**config.mk**
```make
export PLATFORM = sky130hd
export DESIGN_NAME = bitmap_free_run_extractor_unit
export DESIGN_NICKNAME = d
export VERILOG_FILES = /design/src/rtl/bfre_pkg.sv /design/src/rtl/bitmap_free_run_extractor_unit.sv /design/src/rtl/bfre_front.sv /design/src/rtl/bfre_queue.sv /design/src/rtl/bfre_back.sv
export SDC_FILE = /design/constraint.sdc
export NUM_CORES = 1
export LEC_CHECK = 0
export BUFFER_PORTS_ARGS = -buffer_cell sky130_fd_sc_hd__buf_2
export CAP_MARGIN = 20
export CORE_ASPECT_RATIO = 0.5
export CORE_MARGIN = 2
export CORE_UTILIZATION = 60
export DETAILED_ROUTE_END_ITERATION = 16
export GPL_TIMING_DRIVEN = 0
export PLACE_DENSITY = 0.78
export SLEW_MARGIN = 25
export SYNTH_ARGS = -nofsm -noshare
export SYNTH_HDL_FRONTEND = slang
export SYNTH_HIERARCHICAL = 1
export SYNTH_SLANG_ARGS = --single-unit
export TNS_END_PERCENT = 30
```
**constraint.sdc**
```tcl
create_clock -name clk -period 13.3 [get_ports clk]
set_clock_uncertainty 0.05 [all_clocks]
set_input_delay 1.995 -clock clk [delete_from_list [all_inputs] [get_ports clk]]
set_output_delay 1.995 -clock clk [all_outputs]
set_load 0.01 [all_outputs]
```
**src/rtl/bfre_pkg.sv**
```systemverilog
// package for the bitmap free run extractor
// item types, the front-to-back run descriptor and fixed widths; no dependencies
`default_nettype none

package bfre_pkg;

    localparam int CLUSTER_BITS  = 40;
    localparam int BITS_PER_BYTE = 8;
    // end positions run from bit 0 up to one past bit 7 (flush at byte end)
    localparam int END_BITS      = BITS_PER_BYTE + 1;
    localparam int POS_W         = $clog2(END_BITS);

    localparam logic [CLUSTER_BITS-1:0] COUNT_RESET = '1;

    typedef struct packed {
        logic [7:0] bitmap_byte;
        logic       first;
    } bfre_in_t;

    typedef struct packed {
        logic [CLUSTER_BITS-1:0] run_start;
        logic [CLUSTER_BITS:0]   run_length;
        logic                    last;
    } bfre_out_t;

    // one byte's worth of free runs, as bit positions relative to base
    typedef struct packed {
        logic [CLUSTER_BITS-1:0]  base;
        logic [CLUSTER_BITS-1:0]  carry_start;
        logic [CLUSTER_BITS:0]    carry_length;
        logic                     carry_free;
        logic [BITS_PER_BYTE-1:0] start_mask;
        logic [END_BITS-1:0]      end_mask;
    } bfre_desc_t;

endpackage

`default_nettype wire

```
**src/rtl/bitmap_free_run_extractor_unit.sv**
```systemverilog
// top level of the bitmap free run extractor
// ties front, descriptor queue and back together; depends on bfre_pkg and its submodules
//
// usage
//   in channel (in_valid/in_ready/in_item): one allocation bitmap byte per item,
//   bit 0 first, 1 = allocated; first = 1 restarts the scan at cluster 0
//   out channel (out_valid/out_ready/out_item): one finished free run per item,
//   with last set on the final run caused by a given input item
//   cfg channel (cfg_valid/cfg_ready/cfg_data): writes cluster_count, always
//   ready; write it only while the block is idle
// timing
//   the front classifies a byte in the cycle it is accepted and queues one
//   descriptor per byte that ends a run; the back emits one run per cycle unless
//   out_ready holds it; a first run passes the queue slot, the back's descriptor
//   registers and then the output register
//   a byte yields up to 5 runs: an alternating byte that also hits the cluster count
//   bytes that end no run are not queued and never reach the back
// reset
//   cluster_count returns to all ones, the scan to cluster 0, allocated state;
//   the queue and output register empty; no clearing pass
// stalls
//   out_ready low holds the output register; the back stops, the queue fills
//   and only then in_ready drops
`default_nettype none

module bitmap_free_run_extractor_unit
    import bfre_pkg::*;
#(
    parameter int QUEUE_DEPTH = 2
)
(
    input  wire logic                    clk,
    input  wire logic                    rst_n,
    input  wire logic                    cfg_valid,
    output logic                         cfg_ready,
    input  wire logic [CLUSTER_BITS-1:0] cfg_data,
    input  wire logic                    in_valid,
    output logic                         in_ready,
    input  wire bfre_in_t                in_item,
    output logic                         out_valid,
    input  wire logic                    out_ready,
    output bfre_out_t                    out_item
);

    // front to queue
    logic       queue_full;
    logic       push;
    bfre_desc_t push_desc;

    // queue to back
    logic       head_valid;
    bfre_desc_t head_desc;
    logic       pop;

    // register writes never stall
    assign cfg_ready = 1'b1;

    bfre_front u_front (
        .clk        (clk),
        .rst_n      (rst_n),
        .cfg_valid  (cfg_valid),
        .cfg_data   (cfg_data),
        .in_valid   (in_valid),
        .in_item    (in_item),
        .in_ready   (in_ready),
        .queue_full (queue_full),
        .push       (push),
        .desc       (push_desc)
    );

    // decouples byte acceptance from run emission
    bfre_queue #(
        .DEPTH (QUEUE_DEPTH)
    ) u_queue (
        .clk        (clk),
        .rst_n      (rst_n),
        .push       (push),
        .push_desc  (push_desc),
        .pop        (pop),
        .full       (queue_full),
        .head_valid (head_valid),
        .head_desc  (head_desc)
    );

    bfre_back u_back (
        .clk        (clk),
        .rst_n      (rst_n),
        .head_valid (head_valid),
        .head_desc  (head_desc),
        .pop        (pop),
        .out_valid  (out_valid),
        .out_ready  (out_ready),
        .out_item   (out_item)
    );

endmodule

`default_nettype wire

```
**src/rtl/bfre_front.sv**
```systemverilog
// front part: accepts bitmap items, tracks the scan and builds run descriptors
// depends on bfre_pkg
`default_nettype none

module bfre_front
    import bfre_pkg::*;
(
    input  wire logic                    clk,
    input  wire logic                    rst_n,
    input  wire logic                    cfg_valid,
    input  wire logic [CLUSTER_BITS-1:0] cfg_data,
    input  wire logic                    in_valid,
    input  wire bfre_in_t                in_item,
    output logic                         in_ready,
    input  wire logic                    queue_full,
    output logic                         push,
    output bfre_desc_t                   desc
);

    logic [CLUSTER_BITS-1:0] count_reg;
    logic [CLUSTER_BITS-1:0] next_reg, next_next;
    logic [CLUSTER_BITS:0]   len_reg, len_next;
    logic                    alloc_reg, alloc_next;
    logic                    finished_reg, finished_next;

    logic [CLUSTER_BITS-1:0] base;
    logic [CLUSTER_BITS:0]   len;
    logic                    alloc;
    logic                    fin;
    logic                    eff_alloc;
    logic [CLUSTER_BITS:0]   diff;
    logic [POS_W-1:0]        n_cnt;
    logic                    finish;
    logic [7:0]              b;
    logic                    prev;
    logic                    in_b;
    logic                    last_bit;
    logic                    any_t;
    logic [POS_W-1:0]        last_t;
    logic [BITS_PER_BYTE-1:0] smask;
    logic [END_BITS-1:0]     emask;
    logic                    accept;

    assign in_ready = !queue_full;
    assign accept   = in_valid && in_ready;

    always_comb
    begin
        b         = in_item.bitmap_byte;
        base      = in_item.first ? '0 : next_reg;
        len       = in_item.first ? '0 : len_reg;
        alloc     = in_item.first ? 1'b1 : alloc_reg;
        fin       = in_item.first ? 1'b0 : finished_reg;
        // an empty run behaves as allocated: nothing to emit when it closes
        eff_alloc = alloc || (len == '0);

        diff = {1'b0, count_reg} - {1'b0, base};
        if (diff[CLUSTER_BITS] || diff == '0)
        begin
            n_cnt  = '0;
            finish = 1'b1;
        end
        else if (diff > (CLUSTER_BITS+1)'(BITS_PER_BYTE))
        begin
            n_cnt  = POS_W'(BITS_PER_BYTE);
            finish = 1'b0;
        end
        else
        begin
            n_cnt  = diff[POS_W-1:0];
            finish = 1'b1;
        end

        smask    = '0;
        emask    = '0;
        any_t    = 1'b0;
        last_t   = '0;
        last_bit = eff_alloc;
        for (int i = 0; i < BITS_PER_BYTE; i++)
        begin
            prev = (i == 0) ? eff_alloc : b[i-1];
            in_b = POS_W'(i) < n_cnt;
            smask[i] = in_b && !b[i] && prev;
            emask[i] = in_b && b[i] && !prev;
            if (in_b)
            begin
                last_bit = b[i];
                if (b[i] != prev)
                begin
                    any_t  = 1'b1;
                    last_t = POS_W'(i);
                end
            end
        end
        // flush of a free run when the count is reached
        if (finish && !last_bit)
        begin
            emask[n_cnt] = 1'b1;
        end

        desc.base         = base;
        desc.carry_start  = base - len[CLUSTER_BITS-1:0];
        desc.carry_length = len;
        desc.carry_free   = !eff_alloc;
        desc.start_mask   = smask;
        desc.end_mask     = emask;

        push = accept && !fin && (emask != '0);

        next_next     = next_reg;
        len_next      = len_reg;
        alloc_next    = alloc_reg;
        finished_next = finished_reg;
        if (accept && !fin)
        begin
            next_next = base + CLUSTER_BITS'(n_cnt);
            if (finish)
            begin
                finished_next = 1'b1;
                len_next      = '0;
                alloc_next    = alloc;
            end
            else
            begin
                finished_next = 1'b0;
                alloc_next    = b[BITS_PER_BYTE-1];
                len_next      = any_t ? (CLUSTER_BITS+1)'(BITS_PER_BYTE) -
                                        (CLUSTER_BITS+1)'(last_t)
                                      : len + (CLUSTER_BITS+1)'(BITS_PER_BYTE);
            end
        end
    end

    always_ff @(posedge clk or negedge rst_n)
    begin
        if (!rst_n)
        begin
            count_reg    <= COUNT_RESET;
            next_reg     <= '0;
            len_reg      <= '0;
            alloc_reg    <= 1'b1;
            finished_reg <= 1'b0;
        end
        else
        begin
            if (cfg_valid)
            begin
                count_reg <= cfg_data;
            end
            next_reg     <= next_next;
            len_reg      <= len_next;
            alloc_reg    <= alloc_next;
            finished_reg <= finished_next;
        end
    end

endmodule

`default_nettype wire

```
**src/rtl/bfre_queue.sv**
```systemverilog
// short descriptor queue between the front and back parts
// depends on bfre_pkg
`default_nettype none

module bfre_queue
    import bfre_pkg::*;
#(
    parameter int DEPTH = 2
)
(
    input  wire logic       clk,
    input  wire logic       rst_n,
    input  wire logic       push,
    input  wire bfre_desc_t push_desc,
    input  wire logic       pop,
    output logic            full,
    output logic            head_valid,
    output bfre_desc_t      head_desc
);

    localparam int PTR_W = (DEPTH > 1) ? $clog2(DEPTH) : 1;
    localparam int CNT_W = $clog2(DEPTH + 1);

    bfre_desc_t        slots_reg [DEPTH];
    logic [PTR_W-1:0]  wr_reg, rd_reg;
    logic [CNT_W-1:0]  cnt_reg;

    assign full       = cnt_reg == CNT_W'(DEPTH);
    assign head_valid = cnt_reg != '0;
    assign head_desc  = slots_reg[rd_reg];

    always_ff @(posedge clk)
    begin
        if (push)
        begin
            slots_reg[wr_reg] <= push_desc;
        end
    end

    always_ff @(posedge clk or negedge rst_n)
    begin
        if (!rst_n)
        begin
            wr_reg  <= '0;
            rd_reg  <= '0;
            cnt_reg <= '0;
        end
        else
        begin
            if (push)
            begin
                wr_reg <= (wr_reg == PTR_W'(DEPTH - 1)) ? '0 : wr_reg + 1'b1;
            end
            if (pop)
            begin
                rd_reg <= (rd_reg == PTR_W'(DEPTH - 1)) ? '0 : rd_reg + 1'b1;
            end
            if (push && !pop)
            begin
                cnt_reg <= cnt_reg + 1'b1;
            end
            else if (pop && !push)
            begin
                cnt_reg <= cnt_reg - 1'b1;
            end
        end
    end

endmodule

`default_nettype wire

```
**src/rtl/bfre_back.sv**
```systemverilog
// back part: walks one descriptor, one free run per cycle unless out_ready stalls,
// into the output register; depends on bfre_pkg
`default_nettype none

module bfre_back
    import bfre_pkg::*;
(
    input  wire logic       clk,
    input  wire logic       rst_n,
    input  wire logic       head_valid,
    input  wire bfre_desc_t head_desc,
    output logic            pop,
    output logic            out_valid,
    input  wire logic       out_ready,
    output bfre_out_t       out_item
);

    function automatic logic [POS_W-1:0] lowest(input logic [END_BITS-1:0] m);
        logic [POS_W-1:0] idx;
        idx = '0;
        for (int i = END_BITS - 1; i >= 0; i--)
        begin
            if (m[i])
            begin
                idx = POS_W'(i);
            end
        end
        return idx;
    endfunction

    logic                     busy_reg;
    logic                     carry_reg;
    logic [BITS_PER_BYTE-1:0] smask_reg;
    logic [END_BITS-1:0]      emask_reg;
    logic [CLUSTER_BITS-1:0]  base_reg;
    logic [CLUSTER_BITS-1:0]  cstart_reg;
    logic [CLUSTER_BITS:0]    clen_reg;
    logic                     out_valid_reg;
    bfre_out_t                out_reg;

    logic                     advance;
    logic                     emit;
    logic                     is_last;
    logic                     load;
    logic [POS_W-1:0]         e_pos, s_pos;
    logic [END_BITS-1:0]      emask_rest;
    logic [BITS_PER_BYTE-1:0] smask_rest;
    bfre_out_t                run;

    always_comb
    begin
        advance    = !out_valid_reg || out_ready;
        emit       = busy_reg && advance;
        e_pos      = lowest(emask_reg);
        s_pos      = lowest({1'b0, smask_reg});
        emask_rest = emask_reg & (emask_reg - 1'b1);
        smask_rest = smask_reg & (smask_reg - 1'b1);
        is_last    = emask_rest == '0;
        load       = head_valid && (!busy_reg || (emit && is_last));

        run.last = is_last;
        if (carry_reg)
        begin
            run.run_start  = cstart_reg;
            run.run_length = clen_reg + (CLUSTER_BITS+1)'(e_pos);
        end
        else
        begin
            run.run_start  = base_reg + CLUSTER_BITS'(s_pos);
            run.run_length = (CLUSTER_BITS+1)'(e_pos - s_pos);
        end
    end

    assign pop       = load;
    assign out_valid = out_valid_reg;
    assign out_item  = out_reg;

    always_ff @(posedge clk)
    begin
        if (emit)
        begin
            out_reg <= run;
        end
        if (load)
        begin
            smask_reg  <= head_desc.start_mask;
            emask_reg  <= head_desc.end_mask;
            base_reg   <= head_desc.base;
            cstart_reg <= head_desc.carry_start;
            clen_reg   <= head_desc.carry_length;
        end
        else if (emit)
        begin
            emask_reg <= emask_rest;
            if (!carry_reg)
            begin
                smask_reg <= smask_rest;
            end
        end
    end

    always_ff @(posedge clk or negedge rst_n)
    begin
        if (!rst_n)
        begin
            busy_reg      <= 1'b0;
            carry_reg     <= 1'b0;
            out_valid_reg <= 1'b0;
        end
        else
        begin
            if (advance)
            begin
                out_valid_reg <= emit;
            end
            if (load)
            begin
                busy_reg  <= 1'b1;
                carry_reg <= head_desc.carry_free;
            end
            else if (emit)
            begin
                carry_reg <= 1'b0;
                if (is_last)
                begin
                    busy_reg <= 1'b0;
                end
            end
        end
    end

endmodule

`default_nettype wire
```
==> Word-level counts from Yosys, hierarchy flattened <==
Memories as Yosys holds them, arrays and structs flattened.
Index checks and enable logic that the tools add are counted.
{ "op_classes": {"n_addsub": 14, "multipliers": 0, "div": 0, "n_lt_le_gt_ge": 11, "n_eq_ne": 10, "shifts": 0, "n_mux": 87, "bitwise_logic": 3, "reduce_logical": 72} }
{ "op_table": {"columns": ["cell", "count"], "rows": [
  ["41-bit 2-to-1 mux", 3],
  ["4-bit 2-to-1 mux", 24],
  ["41-bit logical NOT", 2],
  ["81-bit 2-to-1 mux", 1],
  ["1-bit logical AND", 42],
  ["41-bit by 4-bit adder with 41-bit output", 1],
  ["41-bit by 4-bit adder with 41-bit output, second input constant", 1],
  ["41-bit by 4-bit greater-than comparator with 1-bit output, second input constant", 1],
  ["1-bit 2-to-1 mux", 41],
  ["40-bit by 40-bit subtractor with 41-bit output", 1],
  ["40-bit by 3-bit adder with 40-bit output", 1],
  ["40-bit by 4-bit adder with 40-bit output", 1],
  ["40-bit 2-to-1 mux", 1],
  ["40-bit subtractor", 1],
  ["9-bit 2-to-1 mux", 3],
  ["3-bit 2-to-1 mux", 8],
  ["8-bit 2-to-1 mux", 3],
  ["1-bit logical NOT", 16],
  ["3-bit by 4-bit < comparator with 1-bit output, first input constant", 4],
  ["9-bit bitwise AND", 1],
  ["9-bit logical NOT", 1],
  ["8-bit by 9-bit bitwise OR with 9-bit output", 1],
  ["9-bit nonzero test", 1],
  ["9-bit by 1-bit subtractor with 9-bit output, second input constant", 1],
  ["19 further kinds", 37]
]} }
{ "totals": {"register_bits": 350, "latch_bits": 0, "mem_bits_rw": 278, "rom_bits": 0, "in_bits": 54, "output_inout_bits": 85, "elab_cells": 217, "n_memories": 1} }
{ "mem_list": {"columns": ["name", "words", "word_bits", "read_ports", "rd_ports_with_merged_regs", "write_ports", "line", "source"], "rows": [
  ["u_queue.slots_reg", 2, 139, 1, 0, 1, "bfre_queue.sv:24", "bfre_desc_t slots_reg [DEPTH];"]
]} }

==> Logic depth before layout (Yosys ltp) <==
{ "depth": {"ltp_word": 23, "ltp_mapped": 35, "depth_no_buf": 30} }

==> Modules after synthesis <==
Netlist, hierarchy kept.
{ "by_module_without_submodules": {"columns": ["module", "n_inst", "cells_per_inst", "area_each_um2", "seq_area_each_um2"], "rows": [
  ["bfre_front", 1, 1544, 12186.7, 3129.3],
  ["bfre_queue", 1, 449, 10636.5, 8448.1],
  ["bfre_back", 1, 757, 10048.4, 6681.4],
  ["bitmap_free_run_extractor_unit", 1, 2, 11.3, 0.0]
]} }

==> Worst setup path after synthesis <==
Ideal clock, no wire load.
{ "synth_timing": {"path_kind": "input-to-reg", "from": "input in_item[0] (netlist name)", "to": "memory u_queue/slots_reg[0][0] (netlist name) (enable)", "setup_time_ps": 656, "arrival_time_ps": 13451, "t_required_ps": 12594, "slack_ps": -857, "stages": 24, "path_buffers": 6, "cell_sequence": "inv_1 > clkbuf_1 > clkbuf_1 > clkbuf_1 > buf_1 > buf_1 > nand2_1 > ha_1 > buf_2 > a21oi_2 > o21ai_1 > o2bb2ai_1 > or4_1 > nor4_1 > nand4_1 > or4_4 > nor4_4 > nand3_4 > nor3_1 > a32o_1 > nand4b_1 > a311o_1 > o31a_1 > nor2b_1"} }
{ "synth_lines": {"columns": ["element", "line", "source"], "rows": [
  ["start, declared", "bitmap_free_run_extractor_unit.sv:39", "input wire bfre_in_t in_item,"],
  ["end, declared", "bfre_queue.sv:24", null]
]} }

==> Worst setup path after layout <==
{ "layout_timing": {"from": "input in_item[0] (netlist name)", "to": "register u_front.next_reg[38]"} }
{ "layout_between": {"elab_chain_cells": 6, "elab_cells_between_ends": 11, "classes_between": "add/sub: 2; order compare: 1; mux: 4; reduce/logical: 4"} }
{ "layout_rtl": {"columns": ["element", "line", "source"], "rows": [
  ["40-bit 2-to-1 mux", "bfre_front.sv:50", "base = in_item.first ? '0 : next_reg;"],
  ["40-bit by 40-bit subtractor with 41-bit output", "bfre_front.sv:57", "diff = {1'b0, count_reg} - {1'b0, base};"],
  ["41-bit by 4-bit greater-than comparator with 1-bit output / 41-bit logical NOT (equally long branches)", "bfre_front.sv:63, bfre_front.sv:58", null],
  ["4-bit 2-to-1 mux / 1-bit logical OR (equally long branches)", "bfre_front.sv:63, bfre_front.sv:58", null],
  ["4-bit 2-to-1 mux", "bfre_front.sv:58", "if (diff[CLUSTER_BITS] || diff == '0)"],
  ["40-bit by 4-bit adder with 40-bit output", "bfre_front.sv:116", "next_next = base + CLUSTER_BITS'(n_cnt);"],
  ["end signal, assigned", "bfre_front.sv:150", "next_reg <= next_next;"],
  ["end, declared", "bfre_front.sv:21", "logic [CLUSTER_BITS-1:0] next_reg, next_next;"]
]} }
Parallel ways exist; a longest one is shown, timed or not.
A chain may end at the register's enable or synchronous reset.

==> run_results.csv <==
group,metric,value,unit
timing,rsz0062_at_grt,"no",
critical_path,cpMaxStageDelayCell,"clkbuf_1",
clock_network,path_clk_slew,0.06,ns
logic_synthesis,synth_cell_types,109,
clock_network,cts_hold_buf,0,
detailed_routing,routed_wl,83090,um
logic_synthesis,ys_seq_area_share,55.53,%
finish,final_cells,3713,
power_and_ir_drop,peakVddDrop,0.09978,mV
floorplan,start_util,60.92,%
power_and_ir_drop,p_leak,14.04,nW
detailed_routing,drtAntennaViolNets,0,
logic_synthesis,synth_edf_count,498,
outcome,status,"finished clean",
logic_synthesis,yosys_register_bits,628,
floorplan,io_pins,139,
clock_network,postCtsSetupBuffers,0,
critical_path,crit_type,"in -> reg",
worst_hold_path,hold_path.class,"reg -> reg",
detailed_routing,drt_iter0_drc,2774,
finish,drive_gt1_share,18.51,%
critical_path,path_delay_family,"simple AND/OR/NAND/NOR gates",
clock_network,ctsRootBufferMaster,"clkbuf_16",
detailed_routing,via_count,23140,
floorplan,dieHeight,169.5,um
global_route,grt-ovfl-total,0,
timing,final-setup-viol-count,0,
floorplan,rows,60,
global_route,antenna_found_initial,1,
clock_network,cts_num_sinks,628,
detailed_routing,drtPass1Iterations,6,
critical_path,path_buf_inv,8,
logic_synthesis,postSynthCellCount,2752,
timing,hold_violations,0,
timing,fmax,0.08183,GHz
logic_synthesis,ys_warn_count,6,
finish,fillCellCount,3794,
critical_path,critical-path-max-stage-delay,0.65,ns
timing,layout_setup_ws,1.080,ns
critical_path,cp_max_fo,10,
global_route,grt_pass1_vias,22300,
timing,min_period,12.22,ns
global_route,grt_max_degree,83,
critical_path,arrival,12.71,ns
finish,syn2layout_area_growth,11.42,%
critical_path,crit_path_start_kind,"input pin",
placement,place_inst,3611,
timing,max-slew-margin-rel,25.52,%
logic_synthesis,synth_area_per_cell,11.95,um2
logic_synthesis,syn-num-nets,2908,
finish,mostFrequentLayoutCell,"edfxtp_1",
timing,period_share,91.88,%
floorplan,die_area,56810,um2
detailed_routing,wire_per_inst,22.38,um
critical_path,regToRegSetupSlack,4.64,ns
finish,final_util,67.88,%
run,cap_violations,0,
clock_network,cts_tree,"built",
detailed_routing,drc_errors,0,
floorplan,die_w,335.1,um
floorplan,core,53980,um2
logic_synthesis,yosys_most_used_dff,"edfxtp_1",
timing,maxSlewViolCount,0,
power_and_ir_drop,finalPower,0.006011,W
global_route,track_usage,29.38,%
global_route,grt_pass1_wl,127300,um
clock_network,insertion_delay,0.63,ns
placement,hpwlAfterDp,61810,um
detailed_routing,vias_per_cell,6.232,
clock_network,ctsResizeCount,0,
finish,final_net_count,3110,
placement,place_ws,0.8974,ns
clock_network,cts_buffers,54,
logic_synthesis,async_reset_ff_share,20.70,%
finish,largest_reg_flops,278,
finish,final_cell_mix,"edfxtp_1, nand2_1, buf_2, inv_1, nor2_1",
logic_synthesis,syn_area,32880,um2
timing,worst_slew_pin_slew,1.115,ns
placement,portBuffers,131,
clock_network,htree_levels,2,
critical_path,required,13.79,ns
power_and_ir_drop,power.density,164.1,nW/um2
placement,routabilityCongestion,0.9355,
critical_path,end_kind,"flop",
clock_network,clk_path_buf_depth,3,
==> power breakdown <==
part	switching, W	total (W)	leakage [nW]	internal, W
Clock	0.000735	0.00164	0.884	0.000903
Combinational	0.000951	0.00169	6.84	0.000740
Sequential	0.000101	0.00268	6.33	0.00258
==> logic make-up (layout without fill, tap and decap cells) <==
family	Yosys count	in the layout	share of synthesized area (%)
AO/OA/AOI/OAI	499	499	10.52
buffers and inverters	247	494	3.280
flip-flops	628	628	55.53
AND/OR/NAND/NOR	892	892	13.88
multiplexers	191	191	7.656
adder cells (fa/ha/maj)	102	102	4.018
XOR/XNOR	192	192	5.114
other	1	2	0.01140
==> path summary, 6_finish.rpt <==
check                                startpoint                    end  cells past startpoint
hold reg to reg             u_front/next_reg[1]    u_front/next_reg[1]                      2
setup / recovery                     in_item[0]   u_front/next_reg[38]                     35
hold / removal              u_front/next_reg[1]    u_front/next_reg[1]                      2
min in group asynchronous                 rst_n   u_front/next_reg[16]                      1
setup reg to reg           u_front/next_reg[36]   u_front/next_reg[38]                     28
max in group asynchronous                 rst_n  u_front/count_reg[10]                      2
==> synth_stat cells (all sizes together), types with 9 or more instances <==
library cell / number / area, um2
nand4: 40 / 256.5
clkbuf: 69 / 260.2
o21ai: 127 / 646.9
mux2: 184 / 2447
nor3b: 9 / 67.56
o311ai: 9 / 78.83
a21o: 64 / 480.5
inv: 135 / 506.7
or4: 12 / 97.59
nand3: 81 / 427.9
nor2: 133 / 499.2
and3: 40 / 250.2
nand2b: 25 / 163.9
a211oi: 26 / 225.2
o21a: 20 / 150.1
nand2: 305 / 1147
xor2: 73 / 639.4
edfxtp: 498 / 14950
ha: 96 / 1201
and4: 14 / 125.1
o211ai: 18 / 153.9
dfstp: 41 / 1077
o21bai: 12 / 90.09
or3: 17 / 106.4
and2: 27 / 168.9
nor2b: 39 / 251.5
nor3: 58 / 295.3
buf: 43 / 311.5
o31ai: 13 / 97.59
dfrtp: 89 / 2227
a31oi: 20 / 140.1
or2: 17 / 106.4
xnor2: 119 / 1042
nor4: 48 / 355.3
a21oi: 91 / 470.5
==> through the flow <==
stage / instance area (um2) / setup TNS (ns) / hold slack, ns
final: 36640 / 0 / 0.4281
after global routing: 36640 / 0 / 0.4545
after CTS: 36640 / 0 / 0.4291
after detailed placement: 34810 / 0 / 0.4134
after global placement: 34430 / -729.32 / 0.4056
after floorplan: 32890 / 0 / 0.3922
==> worst reg2reg max path: cells and delay by family, from the launching register on <==
family | cells | cell delay, ns
XOR/XNOR | 1 | 0.13
AND/OR/NAND/NOR | 19 | 6.25
buffers and inverters | 1 | 0.13
flip-flops | 1 | 0.34
AO/OA/AOI/OAI | 5 | 0.97
adder cells (fa/ha/maj) | 2 | 0.71
==> metal layers <==
| layer | part of all wire (%) | GRT usage (%) | wire length [um] | vias up |
|---|---|---|---|---|
| met4 | 2.5 | 8.072 | 2040 | 0 |
| met2 | 45 | 46.31 | 37430 | 1159 |
| met3 | 10 | 5.050 | 8341 | 145 |
| met1 | 42 | 42.41 | 35270 | 11260 |
| li1 | - | - | - | 10570 |
| met5 | 0 | 0 | 0 | - |
==> cell type report <==
| cell class | count | area, um2 | share of cell area, % |
|---|---|---|---|
| flip-flops and latches | 628 | 18260 | 49.83 |
| plain buffers | 112 | 579.3 | 1.581 |
| well taps | 713 | 892.1 | 2.435 |
| diodes | 1 | 2.502 | 0.006830 |
| clock inverters | 28 | 347.8 | 0.9494 |
| multi-input cells | 1877 | 13570 | 37.03 |
| repair buffers | 146 | 1008 | 2.752 |
| clock buffers | 73 | 1474 | 4.023 |
| inverters | 135 | 509.2 | 1.390 |
Power figures use the tool's default switching activity.
